### src/rtl/core/multiplexed_seven_segment_driver_defines.svh
// ----------------------------------------------------------------------------
// multiplexed seven-segment driver assertion macros
// shared property macros for the display driver checks
// ----------------------------------------------------------------------------
`ifndef MULTIPLEXED_SEVEN_SEGMENT_DRIVER_DEFINES_SVH
`define MULTIPLEXED_SEVEN_SEGMENT_DRIVER_DEFINES_SVH

// same-cycle implication, disabled during reset
`define MSD_ASSERT_SAME(label, clk, rst_n, ante, cons) \
	label: assert property (@(posedge clk) disable iff (!rst_n) (ante) |-> (cons)) \
		else $error("msd same-cycle check failed");

// next-cycle implication, disabled during reset
`define MSD_ASSERT_NEXT(label, clk, rst_n, ante, cons) \
	label: assert property (@(posedge clk) disable iff (!rst_n) (ante) |=> (cons)) \
		else $error("msd next-cycle check failed");

`endif

### src/rtl/core/msd_pkg.sv
`timescale 1ns / 1ps
// ----------------------------------------------------------------------------
// msd_pkg
// widths, constants and register indexes of the seven-segment driver
// ----------------------------------------------------------------------------
package msd_pkg;

	localparam int NOW_W       = 32;
	localparam int SEG_W       = 8;
	localparam int DIGIT_COUNT = 4;
	localparam int DIGIT_W     = $clog2(DIGIT_COUNT);
	localparam int DOT_W       = DIGIT_COUNT;
	localparam int INTERVAL_W  = 16;
	localparam int FRAME_W     = 2 * SEG_W;
	localparam int CFG_ADDR_W  = 3;
	localparam int CFG_DATA_W  = INTERVAL_W;

	localparam logic [SEG_W-1:0] DOT_BIT     = 8'h80;
	localparam logic [SEG_W-1:0] SELECT_BASE = 8'h08;

	localparam logic [INTERVAL_W-1:0] INTERVAL_RESET = 16'd5;

	// configuration register indexes
	typedef enum logic [CFG_ADDR_W-1:0] {
		REG_DIGIT0   = 3'd0,
		REG_DIGIT1   = 3'd1,
		REG_DIGIT2   = 3'd2,
		REG_DIGIT3   = 3'd3,
		REG_DOT_MASK = 3'd4,
		REG_ANODE    = 3'd5,
		REG_ENABLE   = 3'd6,
		REG_INTERVAL = 3'd7
	} cfg_reg_t;

endpackage

### src/rtl/core/msd_channels.sv
`timescale 1ns / 1ps
// ----------------------------------------------------------------------------
// msd channels
// valid/ready channels for time ticks in and serial bits out
// ----------------------------------------------------------------------------

// time tick channel
interface msd_in_if;
	logic                       valid;
	logic                       ready;
	logic [msd_pkg::NOW_W-1:0]  now_ms;

	modport source (output valid, output now_ms, input ready);
	modport sink   (input valid, input now_ms, output ready);
endinterface

// serial bit channel
interface msd_out_if;
	logic                         valid;
	logic                         ready;
	logic                         serial_bit;
	logic [msd_pkg::DIGIT_W-1:0]  digit_index;
	logic                         latch_after;

	modport source (output valid, output serial_bit, output digit_index, output latch_after,
		input ready);
	modport sink   (input valid, input serial_bit, input digit_index, input latch_after,
		output ready);
endinterface

### src/rtl/core/multiplexed_seven_segment_driver.sv
`timescale 1ns / 1ps
// ----------------------------------------------------------------------------
// multiplexed_seven_segment_driver
// four-digit multiplexed display refresh through two chained shift registers
// ----------------------------------------------------------------------------
// Each tick on in_ch carries the millisecond time. A tick is held in an
// input register; when the display is enabled and the wrapping time since the
// last refresh reaches the refresh interval, the current digit's 16-bit frame
// (segment byte, then one-hot digit select, MSB first) is loaded into the
// output shifter and the digit advances. The shifter sends one bit per out_ch
// transfer; a tick that does not refresh leaves the input register without
// waiting for the shifter. A new tick is taken while the frame is still
// shifting; if it is due a refresh, it waits in the input register until the
// last bit goes. latch_after marks the sixteenth bit of each frame.
`include "multiplexed_seven_segment_driver_defines.svh"

module multiplexed_seven_segment_driver (
	input  logic                                clk,
	input  logic                                arst_n,
	input  logic                                cfg_we,
	input  logic [msd_pkg::CFG_ADDR_W-1:0]      cfg_index,
	input  logic [msd_pkg::CFG_DATA_W-1:0]      cfg_data,
	msd_in_if.sink                              in_ch,
	msd_out_if.source                           out_ch
);
	import msd_pkg::*;

	localparam int CNT_W = $clog2(FRAME_W + 1);

	// configuration registers
	logic [SEG_W-1:0]      digit_seg_q [DIGIT_COUNT];
	logic [DOT_W-1:0]      dot_mask_q;
	logic                  common_anode_q;
	logic                  display_enabled_q;
	logic [INTERVAL_W-1:0] interval_q;

	// refresh state
	logic [NOW_W-1:0]      last_refresh_q;
	logic [DIGIT_W-1:0]    current_digit_q;

	// input register
	logic                  valid_s1;
	logic [NOW_W-1:0]      now_ms_s1;

	// output shifter
	logic [FRAME_W-1:0]    shift_q;
	logic [CNT_W-1:0]      bits_left_q;
	logic [DIGIT_W-1:0]    frame_digit_q;

	logic [NOW_W-1:0]      elapsed;
	logic                  refresh_needed;
	logic                  shifter_free;
	logic                  s1_done;
	logic                  load_frame;
	logic                  in_fire;
	logic                  out_fire;
	logic [SEG_W-1:0]      seg_byte;
	logic [SEG_W-1:0]      sel_byte;
	logic [FRAME_W-1:0]    frame;

	// configuration writes
	always_ff @(posedge clk or negedge arst_n) begin
		if (!arst_n) begin
			for (int i = 0; i < DIGIT_COUNT; i++) begin
				digit_seg_q[i] <= '0;
			end
			dot_mask_q         <= '0;
			common_anode_q     <= 1'b0;
			display_enabled_q  <= 1'b1;
			interval_q         <= INTERVAL_RESET;
		end else if (cfg_we) begin
			case (cfg_index)
				REG_DIGIT0:   digit_seg_q[0]     <= cfg_data[SEG_W-1:0];
				REG_DIGIT1:   digit_seg_q[1]     <= cfg_data[SEG_W-1:0];
				REG_DIGIT2:   digit_seg_q[2]     <= cfg_data[SEG_W-1:0];
				REG_DIGIT3:   digit_seg_q[3]     <= cfg_data[SEG_W-1:0];
				REG_DOT_MASK: dot_mask_q         <= cfg_data[DOT_W-1:0];
				REG_ANODE:    common_anode_q     <= cfg_data[0];
				REG_ENABLE:   display_enabled_q  <= cfg_data[0];
				REG_INTERVAL: interval_q         <= cfg_data[INTERVAL_W-1:0];
				default: ;
			endcase
		end
	end

	// refresh decision and frame build
	always_comb begin
		elapsed        = now_ms_s1 - last_refresh_q;
		refresh_needed = display_enabled_q
			&& (elapsed >= {{(NOW_W-INTERVAL_W){1'b0}}, interval_q});
		seg_byte = digit_seg_q[current_digit_q];
		if (dot_mask_q[current_digit_q]) begin
			seg_byte = seg_byte | DOT_BIT;
		end
		if (common_anode_q) begin
			seg_byte = ~seg_byte;
		end
		sel_byte = SELECT_BASE >> current_digit_q;
		frame    = {seg_byte, sel_byte};
	end

	// handshake control
	assign out_fire     = out_ch.valid && out_ch.ready;
	assign in_fire      = in_ch.valid && in_ch.ready;
	assign shifter_free = (bits_left_q == '0) || ((bits_left_q == CNT_W'(1)) && out_ch.ready);
	assign s1_done      = valid_s1 && (!refresh_needed || shifter_free);
	assign load_frame   = s1_done && refresh_needed;
	assign in_ch.ready  = !valid_s1 || s1_done;

	// input register
	always_ff @(posedge clk or negedge arst_n) begin
		if (!arst_n) begin
			valid_s1 <= 1'b0;
		end else if (in_fire) begin
			valid_s1 <= 1'b1;
		end else if (s1_done) begin
			valid_s1 <= 1'b0;
		end
	end

	always_ff @(posedge clk) begin
		if (in_fire) begin
			now_ms_s1 <= in_ch.now_ms;
		end
	end

	// refresh state update
	always_ff @(posedge clk or negedge arst_n) begin
		if (!arst_n) begin
			last_refresh_q  <= '0;
			current_digit_q <= '0;
		end else if (load_frame) begin
			last_refresh_q  <= now_ms_s1;
			current_digit_q <= current_digit_q + DIGIT_W'(1);
		end
	end

	// output shifter, MSB first
	always_ff @(posedge clk or negedge arst_n) begin
		if (!arst_n) begin
			bits_left_q <= '0;
		end else if (load_frame) begin
			bits_left_q <= CNT_W'(FRAME_W);
		end else if (out_fire) begin
			bits_left_q <= bits_left_q - CNT_W'(1);
		end
	end

	always_ff @(posedge clk) begin
		if (load_frame) begin
			shift_q       <= frame;
			frame_digit_q <= current_digit_q;
		end else if (out_fire) begin
			shift_q <= {shift_q[FRAME_W-2:0], 1'b0};
		end
	end

	// output transfer
	assign out_ch.valid       = (bits_left_q != '0);
	assign out_ch.serial_bit  = shift_q[FRAME_W-1];
	assign out_ch.digit_index = frame_digit_q;
	assign out_ch.latch_after = (bits_left_q == CNT_W'(1));

	// checks
	`MSD_ASSERT_NEXT(a_load_full, clk, arst_n, load_frame, bits_left_q == CNT_W'(FRAME_W))
	`MSD_ASSERT_NEXT(a_frame_ends, clk, arst_n,
		out_fire && out_ch.latch_after && !load_frame, !out_ch.valid)
	`MSD_ASSERT_NEXT(a_digit_step, clk, arst_n, load_frame,
		current_digit_q == $past(current_digit_q) + DIGIT_W'(1))
	`MSD_ASSERT_NEXT(a_stall_hold, clk, arst_n, out_ch.valid && !out_ch.ready && !load_frame,
		$stable(shift_q) && $stable(bits_left_q))
	`MSD_ASSERT_SAME(a_no_overrun, clk, arst_n, load_frame,
		(bits_left_q == '0) || (bits_left_q == CNT_W'(1) && out_fire))

endmodule

### src/flat_wrapper.sv
// flat-port wrapper written by rule: the top's interface ports become plain ports
module multiplexed_seven_segment_driver_flat import msd_pkg::*;
  (clk, arst_n, cfg_we, cfg_index, cfg_data, in_ch_valid, in_ch_now_ms, in_ch_ready, out_ch_valid, out_ch_serial_bit, out_ch_digit_index, out_ch_latch_after, out_ch_ready);
  msd_in_if in_ch_i ();
  msd_out_if out_ch_i ();
  input  logic clk;
  input  logic arst_n;
  input  logic cfg_we;
  input  logic [msd_pkg::CFG_ADDR_W-1:0] cfg_index;
  input  logic [msd_pkg::CFG_DATA_W-1:0] cfg_data;
  input wire logic [$bits(in_ch_i.valid)-1:0] in_ch_valid;
  input wire logic [$bits(in_ch_i.now_ms)-1:0] in_ch_now_ms;
  output wire logic [$bits(in_ch_i.ready)-1:0] in_ch_ready;
  output wire logic [$bits(out_ch_i.valid)-1:0] out_ch_valid;
  output wire logic [$bits(out_ch_i.serial_bit)-1:0] out_ch_serial_bit;
  output wire logic [$bits(out_ch_i.digit_index)-1:0] out_ch_digit_index;
  output wire logic [$bits(out_ch_i.latch_after)-1:0] out_ch_latch_after;
  input wire logic [$bits(out_ch_i.ready)-1:0] out_ch_ready;
  assign in_ch_i.valid = in_ch_valid;
  assign in_ch_i.now_ms = in_ch_now_ms;
  assign in_ch_ready = in_ch_i.ready;
  assign out_ch_valid = out_ch_i.valid;
  assign out_ch_serial_bit = out_ch_i.serial_bit;
  assign out_ch_digit_index = out_ch_i.digit_index;
  assign out_ch_latch_after = out_ch_i.latch_after;
  assign out_ch_i.ready = out_ch_ready;
  multiplexed_seven_segment_driver u_core (.clk(clk), .arst_n(arst_n), .cfg_we(cfg_we), .cfg_index(cfg_index), .cfg_data(cfg_data), .in_ch(in_ch_i), .out_ch(out_ch_i));
endmodule
### config.mk
export PLATFORM = sky130hd
export DESIGN_NAME = multiplexed_seven_segment_driver_flat
export DESIGN_NICKNAME = d
export VERILOG_FILES = /design/src/rtl/core/msd_pkg.sv /design/src/rtl/core/msd_channels.sv /design/src/rtl/core/multiplexed_seven_segment_driver.sv /design/src/flat_wrapper.sv
export VERILOG_INCLUDE_DIRS = /design/src /design/src/rtl/core
export SDC_FILE = /design/constraint.sdc
export NUM_CORES = 1
export LEC_CHECK = 0
export ABC_AREA = 1
export BUFFER_PORTS_ARGS = -buffer_cell sky130_fd_sc_hd__buf_2
export CELL_PAD_IN_SITES_DETAIL_PLACEMENT = 0
export CELL_PAD_IN_SITES_GLOBAL_PLACEMENT = 1
export CORE_MARGIN = 2
export CORE_UTILIZATION = 45
export CTS_CLUSTER_SIZE = 24
export DETAILED_ROUTE_END_ITERATION = 7
export PLACE_DENSITY = 0.78
export REMOVE_ABC_BUFFERS = 1
export SETUP_SLACK_MARGIN = 0.2
export SKIP_LAST_GASP = 1
export SLEW_MARGIN = 20
export SYNTH_ARGS = -nofsm -noshare
export SYNTH_HDL_FRONTEND = slang
export SYNTH_SLANG_ARGS = --single-unit
### constraint.sdc
create_clock -name clk -period 5.3 [get_ports clk]
set_input_delay 1.325 -clock clk [delete_from_list [all_inputs] [get_ports clk]]
set_output_delay 1.325 -clock clk [all_outputs]
set_load 0.03 [all_outputs]
**Word-level counts from Yosys, hierarchy flattened**

Cells that the tools add are included.

- Add/sub/neg operators: 3
- Magnitude comparators: 3
- Equal/unequal tests: 8
- Shifts and indexed selects: 1
- Mux-type cells: 13
- Bitwise gates (word level): 2
- Reductions and logical operators: 24

Operators by type and width:

| operator | number |
|---|---|
| greater-or-equal comparator 32 x 16 -> 1 bit | 1 |
| two-way mux 16 bit | 2 |
| two-way mux 8 bit | 4 |
| subtractor 32 bit | 1 |
| binary-select mux 8 bit (select 2 bit) | 1 |
| AND reduction 2 bit | 8 |
| == test 3 bit, second input constant | 4 |
| two-way mux 5 bit | 2 |
| NOT 8 bit | 1 |
| >> shifter 4 x 2 -> 8 bit, first input constant | 1 |
| == test 3 x 2 -> 1 bit, second input constant | 2 |
| logical AND 1 bit | 6 |
| == test 5 x 1 -> 1 bit, second input constant | 1 |
| zero test 5 bit | 1 |
| nonzero test 5 bit | 1 |
| subtractor 5 x 1 -> 5 bit, second input constant | 1 |
| nonzero test 2 bit | 2 |
| == test 3 x 1 -> 1 bit, second input constant | 1 |
| greater-or-equal comparator 3 bit, second input constant | 1 |
| zero test 3 bit | 1 |
| logical OR 1 bit | 3 |
| < comparator 2 x 3 -> 1 bit, second input constant | 1 |
| two-way mux 1 bit | 3 |
| NOT 2 -> 3 bit | 1 |
| 3 further kinds | 4 |

- Register bits after elaboration: 144

**Depth between registers and ports, before layout**

- Word-level depth: 9
- Mapped depth: 26
- Gate-level depth less buffers: 24

**Worst setup path before layout**

OpenSTA, ideal clock, no wires.

- Path kind: register -> output
- Start: reg u_core.now_ms_s1[0]
- End: out in_ch_ready
- Arrival time: 2869 ps
- Data required time: 3975 ps
- Path slack: 1106 ps
- Cell stages (with the launch flop): 21
- Path buffers: 1
- Cells stage by stage: edfxtp_1 -> inv_1 -> ha_1 -> fa_1 -> inv_1 -> nand2_1 -> nand3_1 -> nand2_1 -> nand2_1 -> xor2_1 -> ha_1 -> nand2_1 -> nor2_1 -> a211oi_1 -> nand3_1 -> nor2_1 -> nand3_1 -> nor2_1 -> nand2_1 -> buf_4 -> nand3_1

- Cells in the longest elaborated chain, start to end: 7

RTL lines:

| item | line | source |
|---|---|---|
| start, declared | multiplexed_seven_segment_driver.sv:43 | `logic [NOW_W-1:0] now_ms_s1;` |
| start signal, assigned | multiplexed_seven_segment_driver.sv:123 | `now_ms_s1 <= in_ch.now_ms;` |
| subtractor 32 bit | multiplexed_seven_segment_driver.sv:88 | `elapsed = now_ms_s1 - last_refresh_q;` |
| greater-or-equal comparator 32 x 16 -> 1 bit | multiplexed_seven_segment_driver.sv:90 | `&& (elapsed >= {{(NOW_W-INTERVAL_W){1'b0}}, interval_q});` |
| logical AND 1 bit | multiplexed_seven_segment_driver.sv:90 |  |
| zero test 1 bit | multiplexed_seven_segment_driver.sv:106 | `assign s1_done = valid_s1 && (!refresh_needed \|\| shifter_free);` |
| logical OR 1 bit | multiplexed_seven_segment_driver.sv:106 |  |
| logical AND 1 bit | multiplexed_seven_segment_driver.sv:106 |  |
| logical OR 1 bit | multiplexed_seven_segment_driver.sv:108 | `assign in_ch.ready = !valid_s1 \|\| s1_done;` |
| end, declared | flat_wrapper.sv:13 | `output wire logic [$bits(in_ch_i.ready)-1:0] in_ch_ready;` |

Every way passes these cells.

**Worst setup path after layout**

- Start: reg u_core.now_ms_s1[10]
- End: out in_ch_ready

Same word-level chain as after synthesis.

==> results.cfg <==
[worst_hold_path]
hold_class = flop to flop
min_path_cells = 2
hp-start = u_core.last_refresh_q[17]
worstHoldEndpoint = u_core.last_refresh_q[17]

[worst_setup_path]
crit_slowest_cell = edfxtp_1
arrival_ns = 3.50
cp_data_required_time_ns = 3.97
r2r_slack_ns = 1.15
path_common_cell = nand2_1
r2r_cells = 23
r2r_start = u_core.now_ms_s1[0]
cp-start-kind = flop
critPathMaxStageDelay_ns = 0.42
cp-end-kind = output pin
rr_endpoint = u_core.shift_q[1]
crit_fanout = 4
worstPathCellList = ha_2, nand2_1, nor2_1, nand2_1, inv_1, nand2_1, nand2_1, xor2_1, ha_1, nand2_1, nor2_1, a211oi_1, nand3_1, nor2_1, nand3_1, nor2_1, nand2_2, nand3_2, clkbuf_4
worstSetupPathType = flop to output pin

[routing]
drcViolationCount = 0
avgRoutedWirePerCell_um = 15.0
num_vias = 7397
drtPass1Iterations = 4
viasPerCell = 4.90
ant_nets = 0
wl_um = 22600
drt_iter0_drc = 408

[final_layout]
regArea_um2 = 3860
final_util = 0.516
fin_cells = 1510
design_area_um2 = 9980
nets = 1341
multi_input_area_um2 = 4070
num-fill-cells = 2011
syn_to_final_growth_pct = 13.3
diodes = 0
drive_above_1_share = 0.116

[global_routing]
grt_max_degree = 61
overflow = 0
grt_pass1_vias = 7108
grt_pass1_wl_um = 36900
antenna_found_initial = 0
grt_use_total = 0.233

[power]
finalPower_mw = 5.74
leakagePower_nw = 5.28
p_per_area_nw_per_um2 = 575
ir_drop_uv = 261

[sta]
hold_viol = 0
setup_violations = 0
relSlewSlack = 0.455
worst_slack_ns = 0.479
tightest_slew_ns = 0.818
finalMaxSlewViolations = 0
finalCritPeriodShare = 0.910
rsz0062_at_grt = false
fmax_ghz = 0.207
worst_clock_skew_ns = 0.0150
setup-tns-final_ns = 0
hold_ws_ns = 0.472
period_minus_slack_ns = 4.82

[place]
placed_area_um2 = 9340
gp_congestion = 0.866
post-dp-hpwl_um = 16100
dpl.cell_count = 1476
dp_slack_ns = 0.753
io_buffers = 61

[status]
status = complete, no violations

[die]
die_h_um = 144
initial_core_util = 0.456
io_pins = 62
num_rows = 51
core_um2 = 19300
die_area_um2 = 20700
die_w_um = 144

[cts]
cts_root_buf = clkbuf_16
cts.sinks = 144
holdBufCountCts = 0
clkTransAtPathRegs_ns = 0.07
clk_path_buf_depth = 2
cts_buffers = 17
cts.htree.levels = 4
cts_tree = yes
clk_latency_ns = 0.43

[job]
cap_violations = 0

[logic_synthesis]
syn_area_um2 = 8810
ys_seq_area_frac = 0.438
ys_types = 37
synth-seq-cells = 144
syn_inst = 1173
yosysWarnings = 0
avgSynthCellArea_um2 = 7.51
how the worst max path moves through the flow:
stage | startpoint | to | cells past startpoint
after floorplan | out_ch_ready | u_core.shift_q[0] | 4
after global placement | u_core.now_ms_s1[0] | in_ch_ready | 22
after detailed placement | u_core.now_ms_s1[0] | in_ch_ready | 22
after CTS | u_core.now_ms_s1[0] | in_ch_ready | 22
after global routing | u_core.now_ms_s1[8] | in_ch_ready | 19
final | u_core.now_ms_s1[10] | in_ch_ready | 19
report_power, final:
group	internal, mW	total (mW)	switching [mW]
Sequential	1.50	1.70	0.194
Combinational	1.03	2.87	1.84
Clock	0.623	1.17	0.547
sequential cells by signal, summed over array words and instances (netlist names), 4 cells and up:
signal and flops:
u_core.bits_left_q 5, u_core.digit_seg_q 32, u_core.interval_q 16, u_core.now_ms_s1 32, u_core.shift_q 16, u_core.dot_mask_q 4, u_core.last_refresh_q 32
cell families (layout without fill, tap and decap cells):
group	Yosys count	in the layout	share of synthesized area
compound gates	110	110	0.0658
xor+xnor	26	26	0.0259
fa+ha+maj	53	53	0.0761
buf+inv	234	306	0.108
flops	144	144	0.438
simple gates	606	606	0.286
layout by cell type, fill, tap and decap left out, types with 3 or more instances in the layout:
| cell | Yosys | final |
|---|---|---|
| buf_4 | 1 | 12 |
| ha_1 | 52 | 46 |
| dfstp_2 | 3 | 3 |
| nand2_1 | 419 | 415 |
| ha_2 | 0 | 4 |
| nor3_1 | 10 | 9 |
| nor2_1 | 70 | 68 |
| clkbuf_16 | 0 | 17 |
| a21oi_1 | 28 | 27 |
| and2_1 | 6 | 6 |
| nand4_1 | 53 | 53 |
| inv_1 | 187 | 186 |
| buf_2 | 1 | 59 |
| o21ai_0 | 66 | 66 |
| xor2_1 | 25 | 25 |
| inv_2 | 14 | 15 |
| inv_6 | 0 | 4 |
| nor2_2 | 3 | 5 |
| o22ai_1 | 7 | 7 |
| nand3_1 | 36 | 35 |
| dfrtp_1 | 91 | 91 |
| nand2_2 | 2 | 6 |
| nand3b_1 | 3 | 3 |
| a31oi_1 | 3 | 3 |
| inv_8 | 0 | 5 |
| edfxtp_1 | 50 | 50 |
critical path: cells and delay by family (launching register included):
family,cells,cell delay (ns)
adder cells (fa/ha/maj),2,0.68
XOR/XNOR,1,0.15
flip-flops,1,0.42
AND/OR/NAND/NOR,13,1.38
AO/OA/AOI/OAI,1,0.18
buffers and inverters,2,0.25
synth_stat cells:
master	instances	area share
nand3_1	36	0.020
nor3_2	1	0.0011
inv_1	187	0.080
nor2_1	70	0.030
buf_4	1	0.00085
nand2_1	419	0.18
a211oi_1	1	0.00085
nor4_1	1	0.00071
and2_1	6	0.0043
nor2_2	3	0.0021
dfrtp_1	91	0.26
inv_2	14	0.0060
o21ai_0	66	0.038
a31oi_1	3	0.0021
buf_2	1	0.00057
nand4_1	53	0.038
xor2_1	25	0.025
a21o_1	2	0.0017
clkbuf_1	19	0.0081
buf_6	9	0.012
nand2_2	2	0.0014
o311ai_0	1	0.00099
nor3_1	10	0.0057
edfxtp_1	50	0.17
fa_1	1	0.0023
o22ai_1	7	0.0050
clkinv_1	1	0.00043
or2_1	1	0.00071
xnor2_1	1	0.00099
a21oi_1	28	0.016
o31ai_1	1	0.00085
nand3b_1	3	0.0026
buf_1	2	0.00085
ha_1	52	0.074
dfstp_2	3	0.0090
nand3_2	1	0.0011
o21a_1	1	0.00085
area by class of cell:
cell class	count	area share
Multi-Input combinational cell	795	0.408
Sequential cell	144	0.387
Inverter	202	0.0760
Clock buffer	17	0.0426
Timing Repair Buffer	72	0.0394
Tap cell	265	0.0332
Clock inverter	15	0.0139
layer usage:
layer	part of all wire	track usage	vias up
met5	0	0	-
met4	0.014	0.0660	0
met3	0.036	0.0380	23
met2	0.44	0.361	132
met1	0.51	0.337	3421
li1	-	-	3821
repair_timing:
action | CTS | global route
buffers inserted | 0 | 2
resized for setup | 0 | 17
endpoints found under the hold margin | 0 | 0
setup endpoints to repair | 0 | 1
No activity file was read; power rests on OpenSTA's default activity.
